<file path="src/rtl/core/pla_pkg.sv">
// Shared constants for the point light accumulator.
package pla_pkg;
    localparam int unsigned COORD_W = 24;
    localparam int unsigned COLOR_W = 16;
    localparam int unsigned STR_W   = 16;
    localparam int unsigned SUM_W   = 20;
    localparam int unsigned CNT_W   = 5;
    localparam int unsigned D2_W    = 52;
    localparam int unsigned ROOT_W  = 26;
    localparam int unsigned NUM_W   = 38;
    localparam int unsigned DEN_W   = 20;
    localparam int unsigned FAC_W   = 13;
    localparam logic [FAC_W-1:0] ONE_POINT_SIX = 13'd6554;
    localparam logic [SUM_W-1:0] WHITE = 20'd4096;
    localparam logic [SUM_W-1:0] SUM_MAX = 20'hFFFFF;
    localparam logic REQ_WRITE = 1'b0;
    localparam logic REQ_SHADE = 1'b1;
endpackage

</file>
<file path="src/rtl/core/point_light_accumulator_unit.sv">
// Top level of the point light accumulator: light table and shading sequencer.
//  channel | signals                                   | handshake
//  request | i_req_type .. i_strength                  | start & !busy
//  result  | o_sum_red/green/blue, o_clipped           | o_done strobe, one cycle
//  config  | i_cfg_data                                | i_cfg_valid & o_cfg_ready
// A write request is taken while idle, busy stays low. A shade request holds busy while, per
// light in use, it steps fetch, squares, root, divide, factor, mac, step, skipping mac when
// the factor is not positive, squares to mac at zero strength; o_done pulses as busy falls.
// One shared 26x26 multiplier serves squares and color scaling; root and divide are
// one bit per cycle. Reset is synchronous, active low; no clearing pass. Results
// cannot be stalled.
module point_light_accumulator_unit #(
    parameter int unsigned LIGHTS = 16
) (
    input  logic        i_clk,
    input  logic        i_rst_n,
    input  logic        start,
    output logic        busy,
    input  logic        i_req_type,
    input  logic [3:0]  i_light_slot,
    input  logic signed [23:0] i_pos_x,
    input  logic signed [23:0] i_pos_y,
    input  logic signed [23:0] i_pos_z,
    input  logic [15:0] i_color_red,
    input  logic [15:0] i_color_green,
    input  logic [15:0] i_color_blue,
    input  logic [15:0] i_strength,
    input  logic        i_cfg_valid,
    output logic        o_cfg_ready,
    input  logic [4:0]  i_cfg_data,
    output logic        o_done,
    output logic [19:0] o_sum_red,
    output logic [19:0] o_sum_green,
    output logic [19:0] o_sum_blue,
    output logic        o_clipped
);
    localparam int unsigned IDX_W = (LIGHTS > 1) ? $clog2(LIGHTS) : 1;
    localparam int unsigned LCNT_W = $clog2(LIGHTS + 1);

    typedef enum logic [3:0] {
        S_IDLE, S_FETCH, S_LOAD, S_SQX, S_SQY, S_SQZ, S_ROOT, S_DIV,
        S_FAC, S_MR, S_MG, S_MB, S_NEXT, S_DONE
    } t_state;

    t_state r_state;
    logic [pla_pkg::CNT_W-1:0] r_cfg;
    logic [pla_pkg::COORD_W-1:0] m_x [LIGHTS];
    logic [pla_pkg::COORD_W-1:0] m_y [LIGHTS];
    logic [pla_pkg::COORD_W-1:0] m_z [LIGHTS];
    logic [47:0] m_rgb [LIGHTS];
    logic [pla_pkg::STR_W-1:0] m_str [LIGHTS];

    logic [pla_pkg::COORD_W-1:0] r_lx, r_ly, r_lz;
    logic [47:0] r_rgb;
    logic [pla_pkg::STR_W-1:0] r_str;
    logic signed [pla_pkg::COORD_W-1:0] r_px, r_py, r_pz;
    logic [LCNT_W-1:0] r_idx, r_count;
    logic [25:0] r_ax, r_ay, r_az;
    logic [pla_pkg::D2_W-1:0] r_d2, r_rem_n;
    logic [pla_pkg::ROOT_W-1:0] r_root;
    logic [pla_pkg::ROOT_W+1:0] r_rrem;
    logic [5:0] r_step;
    logic [pla_pkg::NUM_W-1:0] r_num;
    logic [pla_pkg::DEN_W:0] r_drem;
    logic [pla_pkg::DEN_W-1:0] r_den;
    logic [pla_pkg::NUM_W-1:0] r_quot;
    logic [pla_pkg::FAC_W-1:0] r_fac;
    logic [pla_pkg::SUM_W-1:0] r_r, r_g, r_b;
    logic r_clip;

    logic [25:0] mul_a, mul_b;
    logic [51:0] mul_p;
    assign mul_p = mul_a * mul_b;

    always_comb begin
        mul_a = 26'(r_fac);
        mul_b = 26'(r_rgb[47:32]);
        case (r_state)
            S_SQX:   begin mul_a = r_ax; mul_b = r_ax; end
            S_SQY:   begin mul_a = r_ay; mul_b = r_ay; end
            S_SQZ:   begin mul_a = r_az; mul_b = r_az; end
            S_MG:    mul_b = 26'(r_rgb[31:16]);
            S_MB:    mul_b = 26'(r_rgb[15:0]);
            default: mul_b = 26'(r_rgb[47:32]);
        endcase
    end

    function automatic logic [25:0] absdiff(input logic signed [23:0] a,
                                            input logic signed [23:0] b);
        logic signed [25:0] d;
        d = 26'(a) - 26'(b);
        return d[25] ? 26'(-d) : d;
    endfunction

    logic [20:0] add_r;
    logic [pla_pkg::SUM_W:0] add_s;
    logic [pla_pkg::SUM_W-1:0] add_in;
    logic [pla_pkg::ROOT_W+1:0] rt_try;
    logic [pla_pkg::ROOT_W+1:0] rt_rem;
    logic [pla_pkg::DEN_W:0] dv_rem;
    logic [LCNT_W-1:0] lim;
    logic [IDX_W-1:0] wr_idx;

    always_comb begin
        add_in = (r_state == S_MG) ? r_g : (r_state == S_MB) ? r_b : r_r;
        add_r = 21'(mul_p[51:12]);
        add_s = 21'(add_in) + add_r;
        rt_rem = {r_rrem[pla_pkg::ROOT_W-1:0], r_rem_n[pla_pkg::D2_W-1 -: 2]};
        rt_try = {r_root, 2'b01};
        dv_rem = {r_drem[pla_pkg::DEN_W-1:0], r_num[pla_pkg::NUM_W-1]};
        lim = (r_cfg > LCNT_W'(LIGHTS)) ? LCNT_W'(LIGHTS) : LCNT_W'(r_cfg);
    end

    assign wr_idx = IDX_W'(i_light_slot);
    assign busy = (r_state != S_IDLE);
    assign o_cfg_ready = (r_state == S_IDLE) && !start;

    always_ff @(posedge i_clk) begin
        if (r_state == S_IDLE && start && i_req_type == pla_pkg::REQ_WRITE
            && 32'(i_light_slot) < LIGHTS) begin
            m_x[wr_idx] <= i_pos_x;
            m_y[wr_idx] <= i_pos_y;
            m_z[wr_idx] <= i_pos_z;
            m_rgb[wr_idx] <= {i_color_red, i_color_green, i_color_blue};
            m_str[wr_idx] <= i_strength;
        end
        if (r_state == S_FETCH) begin
            r_lx <= m_x[r_idx[IDX_W-1:0]];
            r_ly <= m_y[r_idx[IDX_W-1:0]];
            r_lz <= m_z[r_idx[IDX_W-1:0]];
            r_rgb <= m_rgb[r_idx[IDX_W-1:0]];
            r_str <= m_str[r_idx[IDX_W-1:0]];
        end
    end

    // saturating add of one channel product into its sum
    task automatic mac_update();
        logic [pla_pkg::SUM_W-1:0] v;
        v = add_s[pla_pkg::SUM_W] ? pla_pkg::SUM_MAX : add_s[pla_pkg::SUM_W-1:0];
        if (add_s[pla_pkg::SUM_W]) r_clip <= 1'b1;
        if (r_state == S_MR) r_r <= v;
        else if (r_state == S_MG) r_g <= v;
        else r_b <= v;
    endtask

    always_ff @(posedge i_clk) begin
        if (!i_rst_n) begin
            r_state <= S_IDLE;
            r_cfg <= '0;
            o_done <= 1'b0;
        end else begin
            o_done <= 1'b0;
            if (i_cfg_valid && o_cfg_ready) r_cfg <= i_cfg_data;
            case (r_state)
                S_IDLE: if (start && i_req_type == pla_pkg::REQ_SHADE) begin
                    r_px <= i_pos_x; r_py <= i_pos_y; r_pz <= i_pos_z;
                    r_r <= '0; r_g <= '0; r_b <= '0; r_clip <= 1'b0;
                    r_idx <= '0; r_count <= lim;
                    if (lim == '0) begin
                        r_r <= pla_pkg::WHITE; r_g <= pla_pkg::WHITE;
                        r_b <= pla_pkg::WHITE;
                        r_state <= S_DONE;
                    end else r_state <= S_FETCH;
                end
                S_FETCH: r_state <= S_LOAD;
                S_LOAD: begin
                    r_ax <= absdiff(r_px, r_lx);
                    r_ay <= absdiff(r_py, r_ly);
                    r_az <= absdiff(r_pz, r_lz);
                    r_state <= (r_str == '0) ? S_NEXT : S_SQX;
                end
                S_SQX: begin r_d2 <= mul_p; r_state <= S_SQY; end
                S_SQY: begin r_d2 <= r_d2 + mul_p; r_state <= S_SQZ; end
                S_SQZ: begin
                    r_rem_n <= r_d2 + mul_p;
                    r_rrem <= '0; r_root <= '0; r_step <= '0;
                    r_state <= S_ROOT;
                end
                S_ROOT: begin
                    r_rem_n <= r_rem_n << 2;
                    if (rt_rem >= rt_try) begin
                        r_rrem <= rt_rem - rt_try;
                        r_root <= {r_root[pla_pkg::ROOT_W-2:0], 1'b1};
                    end else begin
                        r_rrem <= rt_rem;
                        r_root <= {r_root[pla_pkg::ROOT_W-2:0], 1'b0};
                    end
                    r_step <= r_step + 6'd1;
                    if (r_step == 6'(pla_pkg::ROOT_W - 1)) begin
                        r_state <= S_DIV;
                        r_step <= '0;
                        r_drem <= '0;
                        r_quot <= '0;
                        r_den <= 20'(r_str) * 20'd10;
                    end
                end
                S_DIV: begin
                    if (r_step == '0) r_num <= {r_root, 12'd0};
                    else begin
                        r_num <= r_num << 1;
                        if (dv_rem >= {1'b0, r_den}) begin
                            r_drem <= dv_rem - {1'b0, r_den};
                            r_quot <= {r_quot[pla_pkg::NUM_W-2:0], 1'b1};
                        end else begin
                            r_drem <= dv_rem;
                            r_quot <= {r_quot[pla_pkg::NUM_W-2:0], 1'b0};
                        end
                    end
                    r_step <= r_step + 6'd1;
                    if (r_step == 6'(pla_pkg::NUM_W)) r_state <= S_FAC;
                end
                S_FAC: begin
                    if (r_quot >= pla_pkg::NUM_W'(pla_pkg::ONE_POINT_SIX))
                        r_state <= S_NEXT;
                    else begin
                        r_fac <= pla_pkg::ONE_POINT_SIX - r_quot[pla_pkg::FAC_W-1:0];
                        r_state <= S_MR;
                    end
                end
                S_MR, S_MG, S_MB, S_NEXT: begin
                    if (r_state != S_NEXT) begin
                        mac_update();
                    end
                    r_state <= (r_state == S_MR) ? S_MG :
                               (r_state == S_MG) ? S_MB :
                               (r_state == S_MB) ? S_NEXT :
                               ((r_idx + LCNT_W'(1) == r_count) ? S_DONE : S_FETCH);
                    if (r_state == S_NEXT) r_idx <= r_idx + LCNT_W'(1);
                end
                S_DONE: begin
                    o_done <= 1'b1;
                    o_sum_red <= r_r; o_sum_green <= r_g; o_sum_blue <= r_b;
                    o_clipped <= r_clip;
                    r_state <= S_IDLE;
                end
                default: r_state <= S_IDLE;
            endcase
        end
    end

`ifndef NO_ASSERTIONS
    a_done_pulse: assert property (@(posedge i_clk) disable iff (!i_rst_n)
        o_done |=> !o_done) else $error("done held");
    a_busy_done: assert property (@(posedge i_clk) disable iff (!i_rst_n)
        o_done |-> !busy) else $error("done while busy");
    a_idx_range: assert property (@(posedge i_clk) disable iff (!i_rst_n)
        r_state == S_FETCH |-> r_idx < r_count) else $error("index past count");
`endif
endmodule
</file>
<file path="config.mk">
export PLATFORM = sky130hd
export DESIGN_NAME = point_light_accumulator_unit
export DESIGN_NICKNAME = d
export VERILOG_FILES = /design/src/rtl/core/pla_pkg.sv /design/src/rtl/core/point_light_accumulator_unit.sv
export SDC_FILE = /design/constraint.sdc
export NUM_CORES = 2
export LEC_CHECK = 0
export BUFFER_PORTS_ARGS = -buffer_cell sky130_fd_sc_hd__buf_2
export CAP_MARGIN = 40
export CORE_MARGIN = 5
export CORE_UTILIZATION = 41
export DETAILED_ROUTE_END_ITERATION = 8
export GPL_TIMING_DRIVEN = 0
export MAX_ROUTING_LAYER = met4
export PLACE_DENSITY = 0.58
export SETUP_SLACK_MARGIN = 0.15
export SLEW_MARGIN = 20
export SYNTH_ARGS = -nofsm -noshare
export SYNTH_HDL_FRONTEND = slang
export SYNTH_SLANG_ARGS = --single-unit
export TNS_END_PERCENT = 1
</file>
<file path="constraint.sdc">
create_clock -name i_clk -period 28.2 [get_ports i_clk]
set_input_delay 2.82 -clock i_clk [delete_from_list [all_inputs] [get_ports i_clk]]
set_output_delay 2.82 -clock i_clk [all_outputs]
set_load 0.05 [all_outputs]
</file>
==> metrics.md <==
| Metric | Value |
|---|---|
| Critical path's largest stage delay | `0.75 ns` |
| Unique masters post-synth | `105` |
| Row cnt | `215` |
| Met3 GRT Util | `0.0393` |
| FF-to-FF Start | `r_state[0]$_SDFFE_PN0P_` |
| Root buf cell | `clkbuf_16` |
| Crit start category | `flop` |
| Die width | `596 microns` |
| Avg WL per Cell | `26.6 microns` |
| Post-synthesis mux area share | `0.114` |
| Initial antenna violation count | `71` |
| Buffer count from post-CTS setup fixing | `0` |
| Mapped Cells | `8878` |
| Global-route wire length before repair | `570 mm` |
| Largest family of logic cells by synthesized area | `adder cells` |
| Synth Area in XOR/XNOR | `0.0189` |
| Bufs on Longest Clock Path | `4` |
| Routed via count | `80300` |
| Final HPWL DP | `293 mm` |
| GRT busiest layer | `met2` |
| Hold Crit Start | `r_r[18]$_DFFE_PP_` |
| Total wire length | `391 mm` |
| Global Route met2 Usage | `0.362` |
| Clk_lat worst skew | `0.93 ns` |
| Fmax | `69.1 MHz` |
| Congestion Overflow GR | `0` |
| Slew headroom | `0.137` |
| Crit. End Element | `flop` |
| Worst r2r dst | `r_d2[49]$_DFFE_PP_` |
| Reg-to-reg slack, setup | `13.73 ns` |
| Layout cells sized above 1 | `0.190` |
| I/O Pins | `214` |
| Nets | `11000` |
| Crit-path most repeated cell | `fa_1` |
| Synth warn | `0` |
| Seq cells post-synth | `2882` |
| Storage cell area | `0.0864 sq mm` |
| Worst Tran Pin Value | `1.29 ns` |
| Drt drc | `0` |
| FF-to-FF path depth | `45` |
| Core box area | `0.342 sq mm` |
| Layout area overhead | `16.4%` |
| Largest net degree at the start of global routing | `55` |
| Compound-Gate Fraction of Synth Area | `0.0441` |
| Worst Hold Depth | `0` |
| CTS clk-pin slew, worst paths | `0.06 ns` |
| Slowest CP cell | `xnor2_1` |
| Filler instances | `29100` |
| Clk sinks | `2882` |
| Worst Path Arrival | `15.10 ns` |
| Post-CTS Hold Buffers | `0` |
| Resize count post-CTS | `0` |
| PortBufs | `212` |
| Initial Util | `0.411` |
| Max cap viols | `0` |
| # H-tree levels | `5` |
| Mapped Area | `0.141 sq mm` |
| CTS tree | `built` |
| DIE HEIGHT | `596 microns` |
| Fin crit period | `14.47 ns` |
| Most used DFF post-synth | `edfxtp_1` |
| Clk_skew | `0.0555 ns` |
| Final cycle utilization of the critical path | `0.513` |
| Register area share after synthesis | `0.615` |
| Setup tns final | `0 ns` |
| Routability cong. | `0.957` |
| Mean Syn Cell Area | `15.8 sq um` |
| Synth Area in Adders | `0.121` |
| Post-synthesis simple-gate area fraction | `0.0519` |
| Slew Viols, Final | `0` |
| Crit Path Class | `flop to flop` |
| RSZ-0062 raised after global routing | `false` |
| Fin. Hold Viols | `0` |
| Crit-path max FO | `10` |
| Run status | `finished, final reports clean` |
| # setup viols final | `0` |
| WHS Endpoint | `o_sum_red[18]$_DFFE_PP_` |
| Met1 usage | `0.300` |
| Number of routed nets with antenna violations | `0` |
| Multi-input logic area | `0.0494 sq mm` |
| Number of synthesized flops with an enable pin | `2872` |
| 1st-iter DRT viols | `7662` |
| HP Class | `flop to flop` |
| Commonest cells after routing, fill and taps aside | `edfxtp_1, inv_1, mux4_2` |
| Ys async rst share | `0` |
| Die area | `0.355 sq mm` |
| Gr usage total | `0.225` |
| Vias in the first global route | `82100` |
| Routed vias/inst | `5.48` |
| CTS Buf Count | `309` |
| Most common cell after layout, fill and taps aside | `edfxtp_1` |
| CP Data Required Time | `28.83 ns` |
| DRT Pass-1 Iters | `9` |
## per-layer routing
layer / routed length (microns) / vias to the layer above
met5: 0 / -
met4: 10900 / 0
met3: 28200 / 570
met2: 189000 / 2994
met1: 162000 / 41900
li1: - / 34800
## worst max path at each step
stage                            start                endpoint  cells after the start
6_report       r_state[0]$_SDFFE_PN0P_      r_d2[49]$_DFFE_PP_                     45
2_1_floorplan               i_req_type   m_rgb[0][0]$_DFFE_PP_                      3
5_1_grt        r_state[1]$_SDFFE_PN0P_      r_d2[49]$_DFFE_PP_                     45
3_3_place_gp                     start  m_rgb[8][44]$_DFFE_PP_                      5
4_1_cts        r_state[0]$_SDFFE_PN0P_      r_d2[49]$_DFFE_PP_                     45
3_5_place_dp   r_state[0]$_SDFFE_PN0P_   r_rem_n[49]$_DFFE_PP_                     45
## critical path: cells and delay by family (launching register included)
| family | cells | cell delay (ns) |
|---|---|---|
| compound gates | 10 | 2.49 |
| simple gates | 9 | 2.70 |
| xor+xnor | 2 | 0.99 |
| fa+ha+maj | 9 | 4.07 |
| flops | 1 | 0.30 |
| mux | 1 | 0.30 |
| buf+inv | 14 | 3.29 |
## state kept, by name, summed over array words and instances (netlist names), 26 cells and up
| register | count |
|---|---|
| m_rgb | 768 |
| m_x | 384 |
| m_y | 384 |
| m_z | 384 |
| m_str | 256 |
| r_d2 | 52 |
| r_rem_n | 52 |
| r_rgb | 48 |
| r_quot | 38 |
| r_ax | 26 |
| r_ay | 26 |
| r_az | 26 |
| r_num | 26 |
| r_root | 26 |
| r_rrem | 26 |
## cell usage after synthesis (35+ instances only)
cell type	instances	area share
o21ai_0	187	0.0067
inv_1	979	0.026
ha_1	426	0.038
mux2i_1	57	0.0041
nand2b_1	61	0.0027
xnor2_1	174	0.011
nand2_1	600	0.016
a21oi_1	246	0.0088
buf_1	65	0.0017
edfxtp_1	2872	0.61
nor2_1	596	0.016
a31oi_1	35	0.0016
nand3_1	94	0.0033
clkbuf_1	277	0.0074
xor2_1	128	0.0080
nor2b_1	39	0.0017
and2_1	55	0.0024
o21ai_1	40	0.0014
nor3_1	43	0.0015
fa_1	581	0.083
o21a_1	56	0.0030
a21o_1	142	0.0076
mux4_2	680	0.11
## final cells by class
type,count,share of cell area
antenna,49,0.000749
multi-input combinational,4656,0.302
sequential,2882,0.528
inverter,983,0.0225
clock inverter,189,0.0119
timing repair buffer,623,0.0427
clock buffer,362,0.0490
buffer,359,0.00874
tap,4557,0.0348
## cells by family (layout without fill, tap and decap cells)
| group | Yosys count | count (layout) |
|---|---|---|
| AND/OR/NAND/NOR | 1646 | 1646 |
| adder cells (fa/ha/maj) | 1007 | 1007 |
| flip-flops | 2882 | 2882 |
| buffers and inverters | 1342 | 2516 |
| AO/OA/AOI/OAI | 951 | 951 |
| other | 1 | 52 |
| XOR/XNOR | 303 | 303 |
| multiplexers | 746 | 746 |
## per-stage QoR
stage | area, sq um | hold WS [ns] | worst slack [ns] | utilization | cells
final | 164000 | 0.449 | 13.73 | 0.478 | 14700
after global placement | 147000 | 0.432 | 0.119 | 0.430 | 13600
after floorplan | 141000 | 0.400 | 14.79 | - | 8880
after detailed placement | 153000 | 0.436 | 13.86 | 0.448 | 14000
after global routing | 164000 | 0.460 | 13.35 | 0.478 | 14600
after CTS | 163000 | 0.441 | 13.80 | 0.477 | 14600
Power is left out: the tool's default activity adds up to more than one toggle a clock period on the data nets, which glitch-free logic cannot reach.
